==> src/rtl/core/tpsq_pkg.sv <==
// Types and constants of the track pair share quality block
package tpsq_pkg;

	localparam int LAYER_W    = 6;
	localparam int LAYER_CMP_W = LAYER_W + 1;
	localparam int Q_W        = 16;
	localparam int QSAT_W     = Q_W + 1;
	localparam int SCORE_W    = 7;
	localparam int TOTAL_W    = 8;
	localparam int SUM_W      = 8;
	localparam int FRAC_SHIFT = 15;
	localparam int NUM_W      = 22;
	localparam int DEN_W      = 10;
	localparam int STEP_W     = $clog2(NUM_W);
	localparam int Q_ONE      = 32768;
	localparam logic [Q_W-1:0] Q_MAX = 16'h7fff;

	typedef struct packed {
		logic               take;
		logic               track;
		logic [LAYER_W-1:0] layer;
		logic               shift;
		logic               clear;
	} acc_ctl_t;

	typedef struct packed {
		logic             start;
		logic [NUM_W-1:0] num;
		logic [DEN_W-1:0] den;
	} div_req_t;

	typedef struct packed {
		logic             done;
		logic [NUM_W-1:0] quot;
	} div_rsp_t;

endpackage

==> src/rtl/core/track_pair_share_quality.sv <==
// Track pair share quality: per-layer sharing score of two tracks, divided by their hit count
// A hit word without tlast is taken and the next word may follow at once.
// The word with tlast starts a layer scan, then the divide, a state that sees it finish
// and the load of the output (an empty pair skips the divide), all with s_tready low.
// A stalled output holds the load until m_tready.
// arst_n clears the masks, counters, sequencer and output valid at once.
module track_pair_share_quality import tpsq_pkg::*; #(
	parameter int LAYER_COUNT = 55,
	parameter int MAX_TRACK_HITS = 127
) (
	input  logic        clk,
	input  logic        arst_n,
	input  logic        s_tvalid,
	output logic        s_tready,
	input  logic [7:0]  s_tdata,  // [5:0] hit_layer, [7:6] zero
	input  logic        s_tuser,  // [0] track_index
	input  logic        s_tlast,
	output logic        m_tvalid,
	input  logic        m_tready,
	output logic [31:0] m_tdata,  // [15:0] quality_fixed, [22:16] score_sum, [30:23] total_hits, [31] zero
	output logic        m_tuser   // [0] empty_pair_error
);

	localparam int CNT_W  = $clog2(MAX_TRACK_HITS + 1);
	localparam int TOT_W  = CNT_W + 1;
	localparam int SCAN_W = (LAYER_COUNT > 1) ? $clog2(LAYER_COUNT) : 1;

	typedef enum logic [1:0] {ST_IDLE, ST_SCAN, ST_DIV, ST_DONE} state_t;

	state_t                   state_q;
	logic [SCAN_W-1:0]        scan_q;
	logic signed [SUM_W-1:0]  score_q, score_nxt;
	logic [TOT_W-1:0]         total_q, acc_total;
	logic                     err_q;

	acc_ctl_t                 acc_ctl;
	div_req_t                 div_req;
	div_rsp_t                 div_rsp;
	logic                     first_bit, second_bit;
	logic                     s_take, scan_last, out_free;
	logic [SUM_W-1:0]         mag;
	logic [QSAT_W-1:0]        qsat, qneg;
	logic [Q_W-1:0]           q_out;
	logic [SCORE_W-1:0]       score_out;

	assign s_tready  = (state_q == ST_IDLE);
	assign s_take    = s_tvalid && s_tready;
	assign scan_last = (state_q == ST_SCAN) && (scan_q == SCAN_W'(LAYER_COUNT - 1));
	assign out_free  = !m_tvalid || m_tready;

	assign acc_ctl.take  = s_take;
	assign acc_ctl.track = s_tuser;
	assign acc_ctl.layer = s_tdata[LAYER_W-1:0];
	assign acc_ctl.shift = (state_q == ST_SCAN);
	assign acc_ctl.clear = scan_last;

	tpsq_hit_acc #(
		.LAYER_COUNT(LAYER_COUNT),
		.MAX_TRACK_HITS(MAX_TRACK_HITS)
	) u_acc (
		.clk(clk),
		.arst_n(arst_n),
		.ctl(acc_ctl),
		.first_bit(first_bit),
		.second_bit(second_bit),
		.total(acc_total)
	);

	// shared layer: -1, one track only: +1
	always_comb begin
		if (first_bit && second_bit) score_nxt = score_q - SUM_W'(1);
		else if (first_bit ^ second_bit) score_nxt = score_q + SUM_W'(1);
		else score_nxt = score_q;
	end

	assign mag = score_nxt[SUM_W-1] ? (~score_nxt + SUM_W'(1)) : score_nxt;

	assign div_req.start = scan_last && (acc_total != '0);
	assign div_req.num   = (NUM_W'(mag) << FRAC_SHIFT) + NUM_W'(acc_total);
	assign div_req.den   = DEN_W'({acc_total, 1'b0});

	tpsq_div u_div (
		.clk(clk),
		.arst_n(arst_n),
		.req(div_req),
		.rsp(div_rsp)
	);

	// clamp the magnitude to 1.0, then the positive side to the largest code
	always_comb begin
		qsat = (div_rsp.quot > NUM_W'(Q_ONE)) ? QSAT_W'(Q_ONE) : div_rsp.quot[QSAT_W-1:0];
		qneg = ~qsat + QSAT_W'(1);
		if (err_q) q_out = '0;
		else if (score_q[SUM_W-1]) q_out = qneg[Q_W-1:0];
		else if (qsat > QSAT_W'(Q_MAX)) q_out = Q_MAX;
		else q_out = qsat[Q_W-1:0];
		score_out = err_q ? '0 : score_q[SCORE_W-1:0];
	end

	always_ff @(posedge clk or negedge arst_n) begin
		if (!arst_n) begin
			state_q  <= ST_IDLE;
			scan_q   <= '0;
			score_q  <= '0;
			total_q  <= '0;
			err_q    <= 1'b0;
			m_tvalid <= 1'b0;
		end else begin
			// the load in ST_DONE sets valid itself
			if (m_tvalid && m_tready && state_q != ST_DONE) m_tvalid <= 1'b0;
			unique case (state_q)
				ST_IDLE: begin
					if (s_take && s_tlast) begin
						state_q <= ST_SCAN;
						scan_q  <= '0;
						score_q <= '0;
					end
				end
				ST_SCAN: begin
					score_q <= score_nxt;
					scan_q  <= scan_q + SCAN_W'(1);
					if (scan_last) begin
						total_q <= acc_total;
						err_q   <= (acc_total == '0);
						// skip the divide for an empty pair
						state_q <= (acc_total == '0) ? ST_DONE : ST_DIV;
					end
				end
				ST_DIV: begin
					if (div_rsp.done) state_q <= ST_DONE;
				end
				ST_DONE: begin
					if (out_free) begin
						m_tvalid <= 1'b1;
						m_tdata  <= {1'b0, TOTAL_W'(total_q), score_out, q_out};
						m_tuser  <= err_q;
						state_q  <= ST_IDLE;
					end
				end
				default: state_q <= ST_IDLE;
			endcase
		end
	end

endmodule

==> src/rtl/core/tpsq_hit_acc.sv <==
// Layer masks and hit counters of both tracks, with a shift-out scan path
module tpsq_hit_acc import tpsq_pkg::*; #(
	parameter int LAYER_COUNT = 55,
	parameter int MAX_TRACK_HITS = 127,
	localparam int CNT_W = $clog2(MAX_TRACK_HITS + 1),
	localparam int TOT_W = CNT_W + 1
) (
	input  logic             clk,
	input  logic             arst_n,
	input  acc_ctl_t         ctl,
	output logic             first_bit,
	output logic             second_bit,
	output logic [TOT_W-1:0] total
);

	logic [LAYER_COUNT-1:0] mask0_q, mask1_q, hit_bit;
	logic [CNT_W-1:0]       cnt0_q, cnt1_q;
	logic                   in_range;

	assign in_range = {1'b0, ctl.layer} < LAYER_CMP_W'(LAYER_COUNT);
	assign hit_bit  = LAYER_COUNT'(1) << ctl.layer;

	always_ff @(posedge clk or negedge arst_n) begin
		if (!arst_n) begin
			mask0_q <= '0;
			mask1_q <= '0;
			cnt0_q  <= '0;
			cnt1_q  <= '0;
		end else if (ctl.clear) begin
			mask0_q <= '0;
			mask1_q <= '0;
			cnt0_q  <= '0;
			cnt1_q  <= '0;
		end else if (ctl.shift) begin
			mask0_q <= mask0_q >> 1;
			mask1_q <= mask1_q >> 1;
		end else if (ctl.take && in_range) begin
			// hold the count once it reaches the bound
			if (ctl.track) begin
				mask1_q <= mask1_q | hit_bit;
				if (cnt1_q != CNT_W'(MAX_TRACK_HITS)) cnt1_q <= cnt1_q + CNT_W'(1);
			end else begin
				mask0_q <= mask0_q | hit_bit;
				if (cnt0_q != CNT_W'(MAX_TRACK_HITS)) cnt0_q <= cnt0_q + CNT_W'(1);
			end
		end
	end

	assign first_bit  = mask0_q[0];
	assign second_bit = mask1_q[0];
	assign total      = TOT_W'(cnt0_q) + TOT_W'(cnt1_q);

endmodule

==> src/rtl/core/tpsq_div.sv <==
// Restoring divider, one quotient bit per cycle
module tpsq_div import tpsq_pkg::*; (
	input  logic     clk,
	input  logic     arst_n,
	input  div_req_t req,
	output div_rsp_t rsp
);

	logic [DEN_W-1:0]  rem_q, den_q;
	logic [NUM_W-1:0]  quo_q;
	logic [STEP_W-1:0] step_q;
	logic              busy_q, done_q;
	logic [DEN_W:0]    part, diff;
	logic              fits;

	assign part = {rem_q, quo_q[NUM_W-1]};
	assign diff = part - {1'b0, den_q};
	assign fits = part >= {1'b0, den_q};

	always_ff @(posedge clk or negedge arst_n) begin
		if (!arst_n) begin
			busy_q <= 1'b0;
			done_q <= 1'b0;
			step_q <= '0;
		end else begin
			done_q <= 1'b0;
			if (req.start) begin
				rem_q  <= '0;
				quo_q  <= req.num;
				den_q  <= req.den;
				step_q <= '0;
				busy_q <= 1'b1;
			end else if (busy_q) begin
				// shift the quotient bit in where the numerator bit leaves
				rem_q <= fits ? diff[DEN_W-1:0] : part[DEN_W-1:0];
				quo_q <= {quo_q[NUM_W-2:0], fits};
				if (step_q == STEP_W'(NUM_W - 1)) begin
					busy_q <= 1'b0;
					done_q <= 1'b1;
				end else begin
					step_q <= step_q + STEP_W'(1);
				end
			end
		end
	end

	assign rsp.done = done_q;
	assign rsp.quot = quo_q;

endmodule

==> config.mk <==
export PLATFORM = sky130hd
export DESIGN_NAME = track_pair_share_quality
export DESIGN_NICKNAME = d
export VERILOG_FILES = /design/src/rtl/core/tpsq_pkg.sv /design/src/rtl/core/track_pair_share_quality.sv /design/src/rtl/core/tpsq_hit_acc.sv /design/src/rtl/core/tpsq_div.sv
export SDC_FILE = /design/constraint.sdc
export NUM_CORES = 1
export LEC_CHECK = 0
export BUFFER_PORTS_ARGS = -buffer_cell sky130_fd_sc_hd__clkbuf_2
export CORE_MARGIN = 4
export CORE_UTILIZATION = 49
export CTS_CLUSTER_DIAMETER = 120
export DETAILED_ROUTE_END_ITERATION = 8
export PLACE_DENSITY_LB_ADDON = 0.25
export SYNTH_ARGS = -nofsm -noshare
export SYNTH_HDL_FRONTEND = slang
export SYNTH_HIERARCHICAL = 1
export SYNTH_SLANG_ARGS = --single-unit
==> constraint.sdc <==
create_clock -name clk -period 12.12 [get_ports clk]
set_input_delay 0.606 -clock clk [delete_from_list [all_inputs] [get_ports clk]]
set_output_delay 0.606 -clock clk [all_outputs]
set_load 0.02 [all_outputs]
# Yosys cells after proc, flatten, opt, wreduce, memory -nomap -nowiden
# Cells that the tools add are included.
# op_classes
n_addsub	11
mul	0
div_mod_pow	0
order_cmp	4
n_eq_ne	15
n_shift	1
mux	50
n_bitwise	5
reduce_logical	32
# ops
operator	count
55-bit 2-to-1 mux	8
55-bit OR	2
7-bit 2-to-1 mux	11
1-bit by 6-bit << shifter with 55-bit output (first input constant)	1
22-bit 2-to-1 mux	2
16-bit 2-to-1 mux	2
8-bit 2-to-1 mux	3
22-bit by 8-bit adder with 22-bit output	1
22-bit by 16-bit > comparator with 1-bit output (second input constant)	1
10-bit 2-to-1 mux	2
17-bit by 15-bit > comparator with 1-bit output (second input constant)	1
17-bit 2-to-1 mux	1
16-bit by 1-bit adder with 16-bit output (second input constant)	1
16-bit NOT	1
8-bit case mux with 2 select lines	1
5-bit 2-to-1 mux	3
7-bit by 1-bit adder with 7-bit output (second input constant)	2
7-bit inequality test (second input constant)	2
2-bit AND reduction	7
6-bit case mux with 2 select lines	1
4-bit AND reduction	3
2-bit nonzero test	6
11-bit by 9-bit greater-or-equal comparator with 1-bit output	1
1-bit 2-to-1 mux	10
28 further kinds	45
# totals
regBits	229
latchBits	0
mem_bits_rw	0
romBits	0
out_inout_bits	35
wordCells	137
mem_count	0

# Depth between registers and ports, before layout
# Gate-level depths: netlist of run 1.
# logic_depth
word_depth	8
depth_mapped	14
mapped_depth_nobuf	13

# Cells and area by module
# Netlist of run 1, hierarchy kept.
# modules_own_cells
mod	instances	cells_per_inst	area_each_um2
tpsq_hit_acc	1	545	6080.8
track_pair_share_quality	1	319	3368.2
tpsq_div	1	208	2612.5

# Least setup slack after synthesis of run 1
# Ideal clock, no wire load.
# synth_path
kind	reg2reg
from	register u_acc.cnt0_q[0]
to	register u_div.quo_q[0] (enable)
setup_time_ps	403
arrival_time_ps	3464
slack_ps	8253
stages_incl_launch_ff	13
path_buffers	1
period_less_slack_ps	3867
path_cell_list	dfrtp_1 -> ha_1 -> fa_1 -> a21oi_1 -> o211ai_1 -> a21oi_1 -> xnor2_1 -> or4_1 -> nor2_1 -> nor2b_1 -> clkbuf_1 -> nor2_1 -> nor2b_1
# synth_rtl
item	line	source
from (decl)	tpsq_hit_acc.sv:17	logic [CNT_W-1:0] cnt0_q, cnt1_q;
from (signal assigned)	tpsq_hit_acc.sv:44	if (cnt0_q != CNT_W'(MAX_TRACK_HITS)) cnt0_q <= cnt0_q + CNT_W'(1);
to (signal assigned)	tpsq_div.sv:29	quo_q <= req.num;
to (signal assigned)	tpsq_div.sv:36	quo_q <= {quo_q[NUM_W-2:0], fits};
to (decl)	tpsq_div.sv:10	logic [NUM_W-1:0] quo_q;

# Final worst setup path of run 1
# layout_path
from	register u_div.quo_q[10]
to	register m_tdata[10], data pin
# layout_via
elab_chain_len	5
# layout_lines
item	line	source
22-bit by 16-bit > comparator with 1-bit output	track_pair_share_quality.sv:91	qsat = (div_rsp.quot > NUM_W'(Q_ONE)) ? QSAT_W'(Q_ONE) : div_rsp.quot[QSAT_W-1:0];
17-bit 2-to-1 mux (*)	track_pair_share_quality.sv:91	
17-bit by 15-bit > comparator with 1-bit output or 16-bit NOT (tied branches)	track_pair_share_quality.sv:95, track_pair_share_quality.sv:92	
16-bit 2-to-1 mux or 16-bit by 1-bit adder with 16-bit output (tied branches)	track_pair_share_quality.sv:95, track_pair_share_quality.sv:92	
16-bit 2-to-1 mux (*)	track_pair_share_quality.sv:94	else if (score_q[SUM_W-1]) q_out = qneg[Q_W-1:0];
to (signal assigned)	track_pair_share_quality.sv:135	m_tdata <= {1'b0, TOTAL_W'(total_q), score_out, q_out};
to (decl)	track_pair_share_quality.sv:20	output logic [31:0] m_tdata,
# Every way passes the cells marked *; elsewhere a longest branch is shown, timed or not.
# A chain may end at the register's enable or synchronous reset.

==> run summary, run 1 <==
Std cell rows -> 57
Largest net degree at the start of global routing -> 79
Antenna violations before repair -> 0
Status -> complete, no violations
Crit path kind -> flip-flop to flip-flop
Longest Clk Path Bufs -> 3
Slew margin rel. -> 13.1%
Synth cell types -> 87
Die H -> 165 um
Vias in the first global route -> 8366
Register bit count reported by yosys -> 231
CP Capture Type -> flip-flop
DR iter-0 viols -> 609
Layout Skew -> 0.0215 ns
Die W -> 165 um
Data required, critical path -> 12.38 ns
Top Ports -> 49
Slew Limit Fails -> 0
Root Buffer -> clkbuf_16
Routed len/inst -> 18.2 um
Worst-path clk slew -> 0.06 ns
Reg2reg start -> u_div/quo_q[10]
Ys async rst share -> 68.0%
EDFF count, synth -> 74
Most common library cell in the layout ignoring fill and taps -> dfrtp_1
Die area -> 27200 um^2
Starting density of the core -> 49.7%
Total Power -> 2.55 mW
Worst-path maximum fanout -> 16
Routed Antenna Nets -> 0
Worst setup SP type -> flip-flop
Worst vdd ir -> 0.123 mV
PortBufs -> 45
Final-stage net count -> 1149
Final period utilization -> 33.0%
Mapped cell area -> 12100 um^2
Place WS -> 8.20 ns
Pwr per Cell Area -> 191 nW/um^2
RSZ-0062 raised after global routing -> no
Insertion delay to the later sink of the worst-skew pair -> 0.53 ns
TritonCTS clock tree -> built
Total Routing Usage GR -> 19.6%
Worst setup slack after layout -> 8.12 ns
H-tree Lvls -> 1
Leakage -> 5.49 nW
Layout cells sized above 1 -> 14.6%
Final Hold Viols -> 0
Critical path data arrival time -> 4.26 ns
Register area share after synthesis -> 51.0%
YS warnings -> 6
Slew @ Worst Pin -> 1.30 ns
Overall routed net length -> 26300 um
Clock Sinks -> 231
Setup-failing EPs final -> 0
N_diodes -> 0
Placer Congestion -> 0.857
Max Freq -> 250 MHz
Routed vias/inst -> 5.94
Via count -> 8574
DRC Markers -> 0
First-pass GRT wire length -> 43800 um
DR pass1 iterations -> 4
Core area -> 24200 um^2
Hold Crit Class -> input port to asynchronous set/reset pin
GRT Residual Overflow -> 0
Setup TNS -> 0 ns
DP HPWL -> 17200 um
Syn avg cell area -> 11.3 um^2
Synth Flop Type -> dfrtp_1
Reg2reg end -> m_tdata[10]
Hold_buf cts -> 0
Post-CTS resize count -> 0
# Post-CTS Setup Buffers -> 0
Max cap viols -> 0
Final min period -> 4.00 ns
Number of CTS-inserted buffers -> 25
Worst R2R Setup Slack -> 8.12 ns
Most frequent cells in the layout -> 157 x dfrtp_1, 120 x mux2i_1, 113 x o22ai_1
R2R cell count -> 11
Synth-to-Final Area Change -> 11.0%
Syn Inst Count -> 1072
metal layers:
metal	up-vias	part of all wire (%)	routed length, um	track usage, %
li1	4103	-	-	-
met1	4280	47	12400	28.0
met2	162	48	12600	32.3
met3	29	3.4	885	2.45
met4	0	1.6	421	3.97
met5	-	0	0	0
through the flow:
| step | instance area, um^2 | utilization [%] | hold slack (ns) | std cells |
|---|---|---|---|---|
| finish | 13400 | 55.2 | 0.0563 | 1443 |
| global route | 13400 | 55.2 | 0.0853 | 1443 |
| CTS | 13400 | 55.2 | 0.0499 | 1443 |
| detailed placement | 12500 | 51.6 | 0.437 | 1397 |
| global placement | 12500 | 51.6 | 0.434 | 1397 |
| floorplan | 12100 | - | 0.310 | 1081 |
area by class of cell:
type / count / area, um^2
Tap cell: 324 / 405
Inverter: 37 / 139
Timing Repair Buffer: 53 / 292
Clock buffer: 33 / 686
Clock inverter: 13 / 184
Fill cell: 2096 / 10900
Multi-Input combinational cell: 752 / 5530
Sequential cell: 231 / 6150
worst max-delay path by stage:
stage                     from             end  slack, ns
2_1_floorplan  u_acc/cnt0_q[0]  u_div/quo_q[0]       8.25
3_3_place_gp   u_div/quo_q[10]     m_tdata[10]       8.19
3_5_place_dp   u_div/quo_q[10]      m_tdata[8]       8.20
4_1_cts        u_div/quo_q[10]      m_tdata[8]       8.17
5_1_grt        u_div/quo_q[10]     m_tdata[10]       7.92
6_report       u_div/quo_q[10]     m_tdata[10]       8.12
cell usage after synthesis, types with 4 or more instances:
library cell	instances	share of area [%]
mux2i_1	120	10
a21oi_1	25	1.0
ha_1	33	3.4
clkbuf_1	30	0.93
and2_1	5	0.26
o21ai_0	27	1.1
buf_1	7	0.22
and3_1	5	0.26
or2_2	7	0.36
mux2_2	33	3.1
nor2b_1	16	0.83
o22ai_1	113	5.9
nand2b_1	7	0.36
xnor2_1	21	1.5
nand4_1	11	0.57
or3_1	6	0.31
nor4_1	11	0.57
a211oi_1	14	0.87
a22o_1	5	0.36
nor2_1	62	1.9
edfxtp_1	74	18
nand3_1	32	1.3
nand4b_1	4	0.29
or4_1	12	0.75
dfrtp_1	157	33
inv_1	35	1.1
o21a_1	7	0.44
o31ai_1	12	0.75
xor2_1	10	0.73
buf_2	16	0.66
buf_6	5	0.47
o41ai_1	5	0.36
nand2_1	59	1.8
nor3_1	11	0.46
kinds of logic (layout without fill, tap and decap cells):
group                    Yosys count  in the layout  synth area share (%)
AND/OR/NAND/NOR                  269            269                  11.8
AO/OA/AOI/OAI                    251            251                  14.2
flip-flops                       231            231                  51.0
multiplexers                     156            156                  13.3
buffers and inverters             98            136                  3.68
adder cells (fa/ha/maj)           35             35                  3.76
XOR/XNOR                          31             31                  2.25
other                              1             10                0.0311
worst max-delay path: stages, from the launching register on:
cell and delay [ns]:
edfxtp_1 0.51, or4_1 0.63, or4_1 0.51, o31ai_4 0.57
nand2_1 0.22, inv_1 0.10, ha_1 0.17, nand4b_1 0.12
nor4_1 0.09, nor3_1 0.44, a41oi_1 0.08, o2111a_1 0.30
power breakdown:
| part | internal (mW) | switching, mW |
|---|---|---|
| Combinational | 0.295 | 0.418 |
| Clock | 0.486 | 0.310 |
| Sequential | 0.942 | 0.100 |
sequential cells by signal (all words and copies together) (netlist names), 8 cells and up:
| register | flops |
|---|---|
| u_acc/mask0_q | 55 |
| u_acc/mask1_q | 55 |
| m_tdata | 31 |
| u_div/quo_q | 22 |
| u_div/den_q | 10 |
| u_div/rem_q | 10 |
| score_q | 8 |
| total_q | 8 |
Note: power is estimated with default switching activity, not from simulation.
==> inputs of run 2 (changes only) <==
clock period = 3.73 ns   (was 12.12 ns; I/O delays follow)
==> run summary, run 2 (same netlist as run 1, synthesis figures left out) <==
Status -> complete, no violations
Root Buffer -> clkbuf_16
Critical path data arrival time -> 3.74 ns
Layout cells sized above 1 -> 16.3%
# Post-CTS Setup Buffers -> 0
DR pass1 iterations -> 7
Routed len/inst -> 17.6 um
Leakage -> 5.61 nW
Longest Clk Path Bufs -> 3
Slew margin rel. -> 36.8%
Clock Sinks -> 231
Setup-failing EPs final -> 0
Die W -> 165 um
Routed Antenna Nets -> 0
Layout Skew -> 0.0375 ns
Top Registers -> u_acc/mask0_q: 55 flops, u_acc/mask1_q: 55 flops, m_tdata: 31 flops
H-tree Lvls -> 1
Most common library cell in the layout ignoring fill and taps -> dfrtp_1
R2R cell count -> 12
Routed vias/inst -> 5.82
Crit path kind -> flip-flop to flip-flop
GRT Residual Overflow -> 0
Hold path cells -> 3
Slew @ Worst Pin -> 0.939 ns
Final min period -> 3.47 ns
Die area -> 27200 um^2
Area post-placement -> 12700 um^2
CP Capture Type -> flip-flop
N_diodes -> 0
Setup TNS -> 0 ns
Worst-path clk slew -> 0.06 ns
Setup crit start -> u_acc/cnt1_q[0]
Fin util -> 56.1%
Synth-to-Final Area Change -> 12.8%
DRC Markers -> 0
Reg2reg end -> u_div/quo_q[5]
Via count -> 8524
RSZ-0062 raised after global routing -> no
Placer Congestion -> 0.849
Die H -> 165 um
Crit path to -> u_div/quo_q[5]
Final-stage net count -> 1170
Worst-path maximum fanout -> 22
Std cell rows -> 57
Layout Cells excl Fill -> 1465
Data required, critical path -> 4.00 ns
PortBufs -> 45
Post-route cell area -> 13600 um^2
Antenna violations before repair -> 0
Starting density of the core -> 49.7%
Hold Crit Class -> input port to flip-flop
Worst vdd ir -> 0.467 mV
Total Routing Usage GR -> 19.3%
DR iter-0 viols -> 625
Overall routed net length -> 25800 um
Insertion delay to the later sink of the worst-skew pair -> 0.55 ns
Number of CTS-inserted buffers -> 26
Pwr per Cell Area -> 622 nW/um^2
Fillers -> 2055
Max cap viols -> 0
Most frequent cells in the layout -> 157 x dfrtp_1, 120 x mux2i_1, 113 x o22ai_1
Hold WS -> 0.0332 ns
Slew Limit Fails -> 0
Largest net degree at the start of global routing -> 73
Worst setup SP type -> flip-flop
Final period utilization -> 93.1%
Top Ports -> 49
Max Freq -> 288 MHz
DP HPWL -> 17300 um
Vias in the first global route -> 8306
Dpl cells -> 1416
First-pass GRT wire length -> 43200 um
TritonCTS clock tree -> built
Core area -> 24200 um^2
Reg2reg start -> u_acc/cnt1_q[0]
Worst R2R Setup Slack -> 0.26 ns
Final Hold Viols -> 0
[run 2: layout make-up]
| type | count | area, um^2 | area share [%] |
|---|---|---|---|
| Timing Repair Buffer | 73 | 444 | 3.26 |
| Multi-Input combinational cell | 752 | 5540 | 40.7 |
| Sequential cell | 231 | 6150 | 45.2 |
| Clock inverter | 18 | 246 | 1.81 |
| Tap cell | 324 | 405 | 2.98 |
| Clock buffer | 30 | 686 | 5.04 |
| Inverter | 37 | 139 | 1.02 |
[run 2: how the worst min path moves through the flow]
stage	end	from	slack, ns
2_1_floorplan	err_q	arst_n	-0.11
3_3_place_gp	u_acc/mask0_q[48]	arst_n	0.16
3_5_place_dp	u_acc/mask0_q[48]	arst_n	0.16
4_1_cts	m_tvalid	m_tready	0.04
5_1_grt	m_tvalid	m_tready	0.02
6_report	m_tvalid	m_tready	0.03
[run 2: repair_timing]
action	4_1_cts	5_1_grt
gates resized for setup	0	3
hold buffers	1	0
endpoints found under the hold margin	30	0
setup endpoints to repair	0	38
[run 2: metal layers]
metal | track usage (%) | share of wire (%) | up-vias
li1 | - | - | 4159
met4 | 4.42 | 2.0 | 0
met3 | 2.52 | 3.6 | 32
met5 | 0 | 0 | -
met1 | 28.4 | 47 | 4162
met2 | 30.6 | 47 | 171
[run 2: power by group]
group	internal, mW	switching, mW	leakage [nW]
combinational	1.02	1.39	2.35
clock	1.67	1.02	0.452
sequential	3.06	0.302	2.81
total	5.75	2.72	5.61
[run 2: metrics by stage]
stage	setup WS [ns]	power (mW)
floorplan	0.261	5.16
global placement	0.306	5.76
detailed placement	0.295	5.82
CTS	0.213	8.54
global route	0.0805	8.96
finish	0.256	8.47
[run 2: worst max-delay path, cell delays in order (launching register included)]
cell	delay [ns]
dfrtp_1	0.44
ha_1	0.25
fa_1	0.42
a21oi_2	0.16
o211ai_1	0.11
a21oi_1	0.21
xnor2_1	0.16
or4_1	0.44
nor2_2	0.19
nor2b_4	0.06
buf_4	0.20
buf_4	0.25
mux2_2	0.30
==> inputs of run 3 (changes only) <==
BUFFER_PORTS_ARGS = not set   (was -buffer_cell sky130_fd_sc_hd__clkbuf_2)
DONT_BUFFER_PORTS = 1   (was not set)
==> run summary, run 3 (same netlist as run 1, synthesis figures left out) <==
Fin util -> 55.6%
GRT Residual Overflow -> 0
Clock Sinks -> 231
Die W -> 165 um
Vias in the first global route -> 8296
Routed wl met3 -> 1130 um
Final min period -> 3.48 ns
Status -> finished, violations left
Final Hold Viols -> 167
DRC Markers -> 0
Final-stage net count -> 1130
Antenna violations before repair -> 0
Slowest-stage cell, CP -> or4_1
Worst setup slack after layout -> 0.245 ns
TritonCTS clock tree -> built
Failing checks -> negative hold slack
Layout Skew -> 0.0325 ns
Std cell rows -> 57
Pwr per Cell Area -> 630 nW/um^2
Fillers -> 2075
Met2 routed WL -> 12600 um
Total Routing Usage GR -> 19.7%
R2R cell count -> 12
DR top layer -> met4
Layout cells sized above 1 -> 12.4%
Max cap viols -> 0
Routed Antenna Nets -> 0
Core area -> 24200 um^2
Worst-path maximum fanout -> 39
Via count -> 8495
Data required, critical path -> 4.05 ns
First-pass GRT wire length -> 43800 um
Top Ports -> 49
Post-route cell area -> 13500 um^2
Routed vias/inst -> 5.96
Max Freq -> 287 MHz
Setup-failing EPs final -> 0
Leakage -> 5.47 nW
DP HPWL -> 16900 um
Seq. cell area -> 6150 um^2
DR iter-0 viols -> 733
RSZ-0062 raised after global routing -> no
Worst vdd ir -> 0.465 mV
CP Cell Sequence -> ha_1 > fa_1 > a21oi_1 > nor2b_1 > nor2_1 > xnor2_1 > or4_1 > nor2_2 > nor2b_4 > buf_4 > nand2b_1 > o311ai_0
Area post-placement -> 12400 um^2
Place WS -> 0.207 ns
Worst R2R Setup Slack -> 0.25 ns
Root Buffer -> clkbuf_16
Setup TNS -> 0 ns
Met1 Wirelength -> 12300 um
Critical path data arrival time -> 3.81 ns
Placer Congestion -> 0.868
Most common library cell in the layout ignoring fill and taps -> dfrtp_1
PortBufs -> 0
Die H -> 165 um
DR pass1 iterations -> 5
Hold Crit Class -> input port to asynchronous set/reset pin
N_diodes -> 0
Overall routed net length -> 26400 um
Slew margin rel. -> 25.4%
Crit path kind -> flip-flop to flip-flop
Starting density of the core -> 49.7%
H-tree Lvls -> 1
Worst path max stage delay -> 0.55 ns
CP Capture Type -> flip-flop
Worst-path clk slew -> 0.06 ns
Top Registers -> u_acc/mask0_q: 55 flops, u_acc/mask1_q: 55 flops, m_tdata: 31 flops
Slew @ Worst Pin -> 1.11 ns
Hold WS -> -0.654 ns
Worst setup SP type -> flip-flop
Slew Limit Fails -> 0
Longest Clk Path Bufs -> 3
Largest net degree at the start of global routing -> 171
Hold_buf cts -> 13
Most frequent cells in the layout -> 157 x dfrtp_1, 120 x mux2i_1, 113 x o22ai_1
Number of CTS-inserted buffers -> 26
Insertion delay to the later sink of the worst-skew pair -> 0.55 ns
Routed len/inst -> 18.5 um
Die area -> 27200 um^2
Synth-to-Final Area Change -> 11.7%
Final period utilization -> 93.4%
Area of the multi-input gates -> 5530 um^2
run 3: changes by cell type in the layout (fill, tap and decap cells not counted), moves of 2 or more:
cell,change
buf_4,-7
clkinv_2,+2
clkbuf_2,-44
dlygate4sd3_1,+12
clkinvlp_4,-2
clkinv_1,-3
clkbuf_8,+3
run 3: metal layers:
layer	global-route usage [%]	vias to the layer above
met5	0	-
met4	4.50	0
met3	2.85	32
met2	31.5	186
met1	28.6	4200
li1	-	4077
run 3: final timing paths:
check | from | end
max in group asynchronous | arst_n | total_q[0]
max reg2reg | u_acc/cnt0_q[0] | u_div/rem_q[2]
min in group clk | arst_n | u_div/rem_q[4]
min | arst_n | u_acc/mask1_q[11]
max | u_acc/cnt0_q[0] | u_div/rem_q[2]
min reg2reg | total_q[1] | m_tdata[24]
run 3: where the power goes:
group	internal (mW)	switching (mW)
clock	1.79	1.04
sequential	3.07	0.395
combinational	0.960	1.23
total	5.82	2.67
run 3: area by class of cell:
class	count	share of cell area (%)
Sequential cell	231	45.6
Multi-Input combinational cell	752	41.0
Clock buffer	32	5.37
Tap cell	324	3.01
Timing Repair Buffer	33	2.08
Clock inverter	16	1.85
Inverter	37	1.03
run 3: worst max-delay path: cells and delay by family (launching register included):
family / cells / cell delay [ns]
fa+ha+maj: 2 / 0.67
simple gates: 6 / 1.29
flops: 1 / 0.43
compound gates: 2 / 0.46
buf+inv: 1 / 0.29
xor+xnor: 1 / 0.13
run 3: per-stage QoR:
stage          hold slack, ns  total power, mW  cells
5_1_grt                -0.679             8.96   1425
6_report               -0.654             8.49   1425
3_3_place_gp           -0.102             5.63   1364
4_1_cts                -0.675             8.56   1425
3_5_place_dp           -0.102             5.67   1364
2_1_floorplan          -0.109             5.16   1081
run 3: timing repair:
item / in CTS / in global routing
buffers inserted: 0 / 0
endpoints found under the setup margin: 0 / 1
hold endpoints to repair: 216 / 167
gates resized for setup: 0 / 1
